### config.mk
export PLATFORM = sky130hd
export DESIGN_NAME = tsc_front_flat
export DESIGN_NICKNAME = d
export VERILOG_FILES = /design/src/rtl/tsc_pkg.sv /design/src/rtl/tsc_in_if.sv /design/src/rtl/tsc_front.sv /design/src/flat_wrapper.sv
export SDC_FILE = /design/constraint.sdc
export NUM_CORES = 1
export LEC_CHECK = 0
export BUFFER_PORTS_ARGS = -buffer_cell sky130_fd_sc_hd__buf_4
export CORE_UTILIZATION = 45
export CTS_CLUSTER_DIAMETER = 60
export DETAILED_ROUTE_END_ITERATION = 10
export HOLD_SLACK_MARGIN = 0.03
export PLACE_DENSITY = 0.83
export REMOVE_ABC_BUFFERS = 1
export SLEW_MARGIN = 20
export SYNTH_ARGS = -nofsm -noshare
export SYNTH_HDL_FRONTEND = slang
export SYNTH_SLANG_ARGS = --single-unit
### constraint.sdc
create_clock -name i_clk -period 1.8 [get_ports i_clk]
set_clock_uncertainty 0.15 [all_clocks]
set_input_delay 0.18 -clock i_clk [delete_from_list [all_inputs] [get_ports i_clk]]
set_output_delay 0.18 -clock i_clk [all_outputs]
set_load 0.01 [all_outputs]
### src/rtl/tsc_pkg.sv
// Shared types, constants and helper functions of the text console scroll engine.
`default_nettype none

package tsc_pkg;

    // Screen geometry.
    localparam int SCREEN_COLUMNS = 80;
    localparam int SCREEN_ROWS    = 25;
    localparam int GRID_CELLS     = SCREEN_ROWS * SCREEN_COLUMNS;

    // Field widths of the request and response transactions.
    localparam int REQ_W     = 2;
    localparam int CHAR_W    = 8;
    localparam int CUR_ROW_W = 5;
    localparam int CUR_COL_W = 7;

    // Internal widths that follow from the geometry.
    localparam int ADDR_W    = $clog2(GRID_CELLS);
    localparam int ROW_IDX_W = $clog2(SCREEN_ROWS);
    localparam int SWEEP_W   = $clog2(SCREEN_COLUMNS);

    // Request codes.
    localparam logic [REQ_W-1:0] REQ_PUT   = 2'd0;
    localparam logic [REQ_W-1:0] REQ_CLEAR = 2'd1;
    localparam logic [REQ_W-1:0] REQ_READ  = 2'd2;

    localparam logic [CHAR_W-1:0] NEWLINE_CODE = 8'd10;

    // Depth of the command queue between front and back.
    localparam int QUEUE_DEPTH = 2;
    localparam int QPTR_W      = $clog2(QUEUE_DEPTH);
    localparam int QCNT_W      = $clog2(QUEUE_DEPTH + 1);

    // Classified command operations.
    typedef enum logic [2:0] {
        OP_NOP,
        OP_PUT,
        OP_NEWLINE,
        OP_CLEAR,
        OP_READ
    } t_op;

    // One classified command as it travels through the queue.
    typedef struct packed {
        t_op                   op;
        logic [CHAR_W-1:0]     char_code;
        logic [CUR_ROW_W-1:0]  read_row;
        logic [CUR_COL_W-1:0]  read_col;
    } t_cmd;

    // Back-end sequencer states.
    typedef enum logic [2:0] {
        BK_IDLE,
        BK_PUT,
        BK_SWEEP,
        BK_READ,
        BK_RDOUT
    } t_back_state;

    // Map a screen row to a physical grid row through the top-row offset.
    function automatic logic [ROW_IDX_W-1:0] phys_row(
        input logic [ROW_IDX_W-1:0] top,
        input logic [CUR_ROW_W-1:0] row
    );
        logic [ROW_IDX_W+CUR_ROW_W:0] sum;
        sum = (ROW_IDX_W+CUR_ROW_W+1)'(top) + (ROW_IDX_W+CUR_ROW_W+1)'(row);
        if (sum >= (ROW_IDX_W+CUR_ROW_W+1)'(SCREEN_ROWS)) begin
            sum = sum - (ROW_IDX_W+CUR_ROW_W+1)'(SCREEN_ROWS);
        end
        return ROW_IDX_W'(sum);
    endfunction

    // Linear grid address of a physical row and a column.
    function automatic logic [ADDR_W-1:0] grid_addr(
        input logic [ROW_IDX_W-1:0] row,
        input logic [CUR_COL_W-1:0] col
    );
        return ADDR_W'(ADDR_W'(row) * ADDR_W'(SCREEN_COLUMNS) + ADDR_W'(col));
    endfunction

endpackage

`default_nettype wire

### src/rtl/tsc_in_if.sv
// Request channel interface of the text console scroll engine.
`default_nettype none

interface tsc_in_if;
    logic                              valid;
    logic                              ready;
    logic [tsc_pkg::REQ_W-1:0]         req_type;
    logic [tsc_pkg::CHAR_W-1:0]        char_code;
    logic [tsc_pkg::CUR_ROW_W-1:0]     read_row;
    logic [tsc_pkg::CUR_COL_W-1:0]     read_col;

    modport source (
        output valid, req_type, char_code, read_row, read_col,
        input  ready
    );
    modport sink (
        input  valid, req_type, char_code, read_row, read_col,
        output ready
    );
endinterface

`default_nettype wire

### src/rtl/tsc_front.sv
// Front end: accepts requests, classifies them and queues the commands.
`default_nettype none

module tsc_front (
    input  wire logic      i_clk,
    input  wire logic      i_rst_n,
    tsc_in_if.sink         i_req,
    output tsc_pkg::t_cmd  o_cmd,
    output logic           o_cmd_valid,
    input  wire logic      i_cmd_pop
);

    tsc_pkg::t_cmd                   r_queue [tsc_pkg::QUEUE_DEPTH];
    logic [tsc_pkg::QPTR_W-1:0]      r_wr_ptr;
    logic [tsc_pkg::QPTR_W-1:0]      r_rd_ptr;
    logic [tsc_pkg::QCNT_W-1:0]      r_count;
    logic [tsc_pkg::QPTR_W-1:0]      n_wr_ptr;
    logic [tsc_pkg::QPTR_W-1:0]      n_rd_ptr;
    logic [tsc_pkg::QCNT_W-1:0]      n_count;
    tsc_pkg::t_cmd                   cls_cmd;
    logic                            push;
    logic                            pop;

    // Classify the incoming request into a command.
    always_comb begin
        cls_cmd.char_code = i_req.char_code;
        cls_cmd.read_row  = i_req.read_row;
        cls_cmd.read_col  = i_req.read_col;
        case (i_req.req_type)
            tsc_pkg::REQ_PUT: begin
                cls_cmd.op = (i_req.char_code == tsc_pkg::NEWLINE_CODE) ?
                             tsc_pkg::OP_NEWLINE : tsc_pkg::OP_PUT;
            end
            tsc_pkg::REQ_CLEAR: begin
                cls_cmd.op = tsc_pkg::OP_CLEAR;
            end
            tsc_pkg::REQ_READ: begin
                // A read outside the screen returns zero and touches nothing.
                if (i_req.read_row < tsc_pkg::CUR_ROW_W'(tsc_pkg::SCREEN_ROWS) &&
                    i_req.read_col < tsc_pkg::CUR_COL_W'(tsc_pkg::SCREEN_COLUMNS)) begin
                    cls_cmd.op = tsc_pkg::OP_READ;
                end else begin
                    cls_cmd.op = tsc_pkg::OP_NOP;
                end
            end
            default: begin
                cls_cmd.op = tsc_pkg::OP_NOP;
            end
        endcase
    end

    // Queue handshake.
    assign i_req.ready = (r_count != tsc_pkg::QCNT_W'(tsc_pkg::QUEUE_DEPTH));
    assign push        = i_req.valid && i_req.ready;
    assign pop         = i_cmd_pop && o_cmd_valid;
    assign o_cmd_valid = (r_count != '0);
    assign o_cmd       = r_queue[r_rd_ptr];

    // Pointer and fill count updates.
    always_comb begin
        n_wr_ptr = r_wr_ptr;
        n_rd_ptr = r_rd_ptr;
        n_count  = r_count;
        if (push) begin
            n_wr_ptr = (r_wr_ptr == tsc_pkg::QPTR_W'(tsc_pkg::QUEUE_DEPTH - 1)) ?
                       '0 : r_wr_ptr + tsc_pkg::QPTR_W'(1);
        end
        if (pop) begin
            n_rd_ptr = (r_rd_ptr == tsc_pkg::QPTR_W'(tsc_pkg::QUEUE_DEPTH - 1)) ?
                       '0 : r_rd_ptr + tsc_pkg::QPTR_W'(1);
        end
        if (push && !pop) begin
            n_count = r_count + tsc_pkg::QCNT_W'(1);
        end else if (pop && !push) begin
            n_count = r_count - tsc_pkg::QCNT_W'(1);
        end
    end

    // Control registers.
    always_ff @(posedge i_clk) begin
        if (!i_rst_n) begin
            r_wr_ptr <= '0;
            r_rd_ptr <= '0;
            r_count  <= '0;
        end else begin
            r_wr_ptr <= n_wr_ptr;
            r_rd_ptr <= n_rd_ptr;
            r_count  <= n_count;
        end
    end

    // Queue storage.
    always_ff @(posedge i_clk) begin
        if (push) begin
            r_queue[r_wr_ptr] <= cls_cmd;
        end
    end

endmodule

`default_nettype wire

### src/flat_wrapper.sv
// flat-port wrapper written by rule: the top's interface ports become plain ports
module tsc_front_flat 
  (i_clk, i_rst_n, o_cmd, o_cmd_valid, i_cmd_pop, i_req_valid, i_req_req_type, i_req_char_code, i_req_read_row, i_req_read_col, i_req_ready);
  tsc_in_if i_req_i ();
  input  wire logic i_clk;
  input  wire logic i_rst_n;
  output tsc_pkg::t_cmd o_cmd;
  output logic o_cmd_valid;
  input  wire logic i_cmd_pop;
  input wire logic [$bits(i_req_i.valid)-1:0] i_req_valid;
  input wire logic [$bits(i_req_i.req_type)-1:0] i_req_req_type;
  input wire logic [$bits(i_req_i.char_code)-1:0] i_req_char_code;
  input wire logic [$bits(i_req_i.read_row)-1:0] i_req_read_row;
  input wire logic [$bits(i_req_i.read_col)-1:0] i_req_read_col;
  output wire logic [$bits(i_req_i.ready)-1:0] i_req_ready;
  assign i_req_i.valid = i_req_valid;
  assign i_req_i.req_type = i_req_req_type;
  assign i_req_i.char_code = i_req_char_code;
  assign i_req_i.read_row = i_req_read_row;
  assign i_req_i.read_col = i_req_read_col;
  assign i_req_ready = i_req_i.ready;
  tsc_front u_core (.i_clk(i_clk), .i_rst_n(i_rst_n), .i_req(i_req_i), .o_cmd(o_cmd), .o_cmd_valid(o_cmd_valid), .i_cmd_pop(i_cmd_pop));
endmodule
Word-level counts from Yosys, hierarchy flattened
Memories as Yosys holds them, arrays and structs flattened. A register that Yosys moved wholly into a read port is not among the register bits.
Index checks and enable logic that the tools add are counted.
Word-level totals
  logic and storage cells: 35
  register bits: 4
  input port bits: 26
  RAM bits: 46
  memories: 1
  output and inout bits: 25
Operators by class
  reduce and logical (&&, ||, !) cells: 10
  muxes and demuxes: 11
  eq/ne operators: 4
  order comparisons: 2
  add/subtract/negate cells: 4
Memory list
  u_core.r_queue: words 2, bits a word 23, read ports 1, clocked after memory_dff 1, write ports 1, RTL line tsc_front.sv:13  | tsc_pkg::t_cmd r_queue [tsc_pkg::QUEUE_DEPTH];
Operators with widths (count)
  3-bit case mux with 3 select lines: 1
  8-bit by 4-bit equality test with 1-bit output, second input constant: 1
  7-bit less-than comparator, second input constant: 1
  1-bit two-way mux: 6
  2-bit two-way mux: 3
  1-bit logical AND: 5
  5-bit less-than comparator, second input constant: 1
  2-bit nonzero test: 2
  3-bit two-way mux: 1
  1-bit adder, second input constant: 2
  2-bit by 1-bit adder with 2-bit output, second input constant: 1
  2-bit by 1-bit equality test with 1-bit output, second input constant: 1
  2-bit equality test, second input constant: 1
  1-bit zero test: 2
  2-bit zero test: 1
  2-bit != test, second input constant: 1
  2-bit by 1-bit subtractor with 2-bit output, second input constant: 1

Logic depth before layout (Yosys ltp)
  word-level depth: 6
  mapped depth: 6
  mapped depth without buffers: 6

Worst setup path after synthesis
No wires, ideal clock.
  path type: reg-to-reg
  start point: register u_core.r_count[0] in the netlist's numbering
  end point: memory u_core.r_queue[1][0] in the netlist's numbering, enable pin
  clock period less this slack: 1738 ps
  arrival: 1206 ps
  slack: 62 ps
  data required time: 1268 ps
  buffers on the path: 0
  setup time: 382 ps
  cell stages (with the launch flop): 3
  cell sequence: dfxtp_1 -> nand2b_4 -> and3_1
Between the ends
  longest elaborated chain between the ends: 4
Ends and longest elaborated chain
  start: declaration: RTL line tsc_front.sv:16  | logic [tsc_pkg::QCNT_W-1:0] r_count;
  start signal: assignment: RTL line tsc_front.sv:88  | r_count <= n_count;
  2-bit != test: RTL line tsc_front.sv:53  | assign i_req.ready = (r_count != tsc_pkg::QCNT_W'(tsc_pkg::QUEUE_DEPTH));
  via i_req_ready: RTL line flat_wrapper.sv:15  | output wire logic [$bits(i_req_i.ready)-1:0] i_req_ready;
  1-bit logical AND: RTL line tsc_front.sv:54  | assign push = i_req.valid && i_req.ready;
  1-bit two-way mux: RTL line tsc_front.sv:94  | if (push) begin
  1-bit two-way mux (implied by the code): RTL line tsc_front.sv:95  | r_queue[r_wr_ptr] <= cls_cmd;
  end: declaration: RTL line tsc_front.sv:13
The timed path passes the listed nets, and every way through them passes these cells.

Worst setup path after layout
  start point: register u_core.r_count[0] in the netlist's numbering
  end point: register u_core.r_count[1] in the netlist's numbering
Between the ends
  longest elaborated chain between the ends: 5
Ends and longest elaborated chain
  2-bit != test (*): RTL line tsc_front.sv:53
  1-bit logical AND (*): RTL line tsc_front.sv:54
  via u_core.push: RTL line tsc_front.sv:21  | logic push;
  1-bit zero test: RTL line tsc_front.sv:74  | end else if (pop && !push) begin
  1-bit logical AND: RTL line tsc_front.sv:74
  2-bit nonzero test (no source line)
The timed path passes the listed nets; every way through them passes the cells marked *. The select of a mux whose other input is x is not followed.
A chain may end at the register's enable or synchronous reset.

==> results.cfg <==
[cells_and_area]
stdcell_area_um2 = 2760
layout.nets = 213
n_antenna_cell = 0
drive_gt1_frac = 0.489
area_delta_synth_final_pct = 41.6

[synthesis]
synth.top_cell.area_share = 0.708
synth_ff_type = edfxtp_1
synthCells = 104
synth_area_leaders = edfxtp_1 (71%), mux2_2 (13%), dfxtp_1 (5.1%)
yosysSeqAreaShare = 0.759
yosysTopAreaCell = edfxtp_1
ys_ff_latch = 51
synth_edf_count = 46
syn_area_per_cell_um2 = 18.8
synth_area_um2 = 1950
ys_types = 26
yosys_warnings = 0
synthArstFlopShare = 0

[setup_path]
criticalPathCategory = reg2reg
crit_path_start_kind = flip-flop
path_max_fanout = 5
r2r_cells = 5
critical_path.startpoint = u_core.r_count[0]
arrival_ns = 1.81
reg2reg_from = u_core.r_count[0]
end_kind = flip-flop
cp.required_ns = 1.88
worstReg2RegEnd = u_core.r_count[1]
reg2reg_slack_ns = 0.08

[clock_tree]
htreeDepth = 2
cts_tree = yes
insertion_delay_ns = 0.30
cts_buffer_depth = 2
clk_root_buffer_cell = clkbuf_8
clock_sinks = 51
path_clk_slew_ns = 0.08
numCtsBuffers = 5

[global_route]
grt_pass1_vias = 1159
grt_overflow = 0
grt_use_total = 0.172
grt_pass1_wl_um = 5420
grt_antenna_before_repair = 0
grt_max_degree = 24

[timing]
setup_violations = 0
min_period_ns = 1.72
worst_pin_slew_ns = 0.451
finalCritPeriodShare = 0.958
max_slew_margin = 0.695
fmax_ghz = 0.580
maxSlewViolCount = 0
rsz0062_at_grt = no
finalSetupTns_ns = 0
finalHoldViolations = 0

[die]
die_area_um2 = 4600
initial_utilization = 0.477
pin_count = 51
die_w_um = 67.8
coreArea_um2 = 4090
rows = 23
die_y_um = 67.8

[route]
drtIter0Drc = 52
ant_nets = 0
vias_per_cell = 4.89
routed_wl_um = 3490
first_pass_iters = 4
wl_per_cell_um = 14.8
num_vias = 1155
drc = 0

[run]
cap_violations = 0

[placed_design]
placed_area_um2 = 2430
dpl.hpwl_um = 2340
gp_congestion = 0.680
io_buffer_count = 50

[min_path]
min_path_type = in2reg
min_from = i_req_valid
holdPathStages = 3
min_to = u_core.r_wr_ptr

[run_status]
status = finished clean

[power]
power.density_nw_per_um2 = 1220
ir_drop_uv = 773
leakagePower_uw = 0.00105
sequential cells by signal, summed over array words and instances (netlist names), named ones only:
name and count:
u_core.r_rd_ptr 1, u_core.r_queue 46, u_core.r_count 2, u_core.r_wr_ptr 1
per-layer routing:
metal / up-vias / part of all wire / GRT usage
li1: 563 / - / -
met1: 549 / 0.42 / 0.199
met2: 39 / 0.51 / 0.286
met3: 4 / 0.063 / 0.0650
met4: 0 / 0.0072 / 0.0703
met5: - / 0 / 0
worst max path at each step:
| stage | endpoint | slack (ns) | depth (start not counted) |
|---|---|---|---|
| 2_1_floorplan | u_core.r_queue[1][0] | 0.06 | 2 |
| 3_3_place_gp | u_core.r_count[1] | 0.16 | 5 |
| 3_5_place_dp | u_core.r_count[1] | 0.06 | 5 |
| 4_1_cts | u_core.r_count[1] | 0.04 | 5 |
| 5_1_grt | o_cmd[0] | 0.005 | 3 |
| 6_report | u_core.r_count[1] | 0.08 | 5 |
synthesized netlist by cell type (2+ instances only):
master	count
and2_1	4
xnor2_1	2
buf_2	2
o21ai_0	2
inv_1	2
dfxtp_1	5
mux2_2	23
edfxtp_1	46
cell families (layout without fill, tap and decap cells):
family | after synthesis | after routing | share of synthesized area
compound gates | 9 | 9 | 0.0308
xor+xnor | 3 | 3 | 0.0135
fa+ha+maj | 1 | 1 | 0.00641
buf+inv | 4 | 86 | 0.00898
flops | 51 | 51 | 0.759
mux | 23 | 23 | 0.133
simple gates | 13 | 13 | 0.0481
worst max-delay path, cell delays in order, from the launching register on:
cell	delay, ns
dfxtp_2	0.36
nand2b_4	0.16
and2_1	0.17
ha_1	0.32
or3_1	0.38
a21boi_2	0.13
cells in the final DEF, fill, tap and decap left out, drive strengths merged, types with 2 or more instances in the layout:
cell type    count
a21boi           2
and2             4
buf             55
clkbuf           5
dfxtp            5
dlygate4sd3     22
edfxtp          46
inv              2
mux2            23
o21ai            3
xnor2            2
per-stage QoR:
stage | setup WS (ns) | hold WS, ns | std cells | total power [uW] | utilization
detailed placement | 0.0622 | 0.223 | 207 | 2610 | 0.594
floorplan | 0.0621 | 0.129 | 102 | 2130 | -
global route | 0.00548 | 0.0677 | 236 | 3550 | 0.676
finish | 0.0758 | 0.0532 | 236 | 3380 | 0.676
global placement | 0.160 | 0.219 | 207 | 2570 | 0.594
CTS | 0.0437 | 0.0455 | 236 | 3390 | 0.674
report_power, final:
part           internal (uW)  switching, uW
Clock                    406            346
Sequential              1490           63.4
Combinational            603            471
area by class of cell:
type	instances	area [um^2]
Timing Repair Buffer	77	646
Fill cell	285	1330
Multi-Input combinational cell	49	455
Inverter	2	7.51
Sequential cell	51	1480
Clock buffer	5	68.8
Clock inverter	2	37.5
Tap cell	50	62.6
what timing repair did:
action / 4_1_cts / 5_1_grt
endpoints found under the setup margin: 0 / 1
resized for setup: 0 / 3
hold buffers: 22 / 0
hold endpoints to repair: 49 / 0
buffers inserted: 0 / 0
No activity file was read; power rests on OpenSTA's default activity.
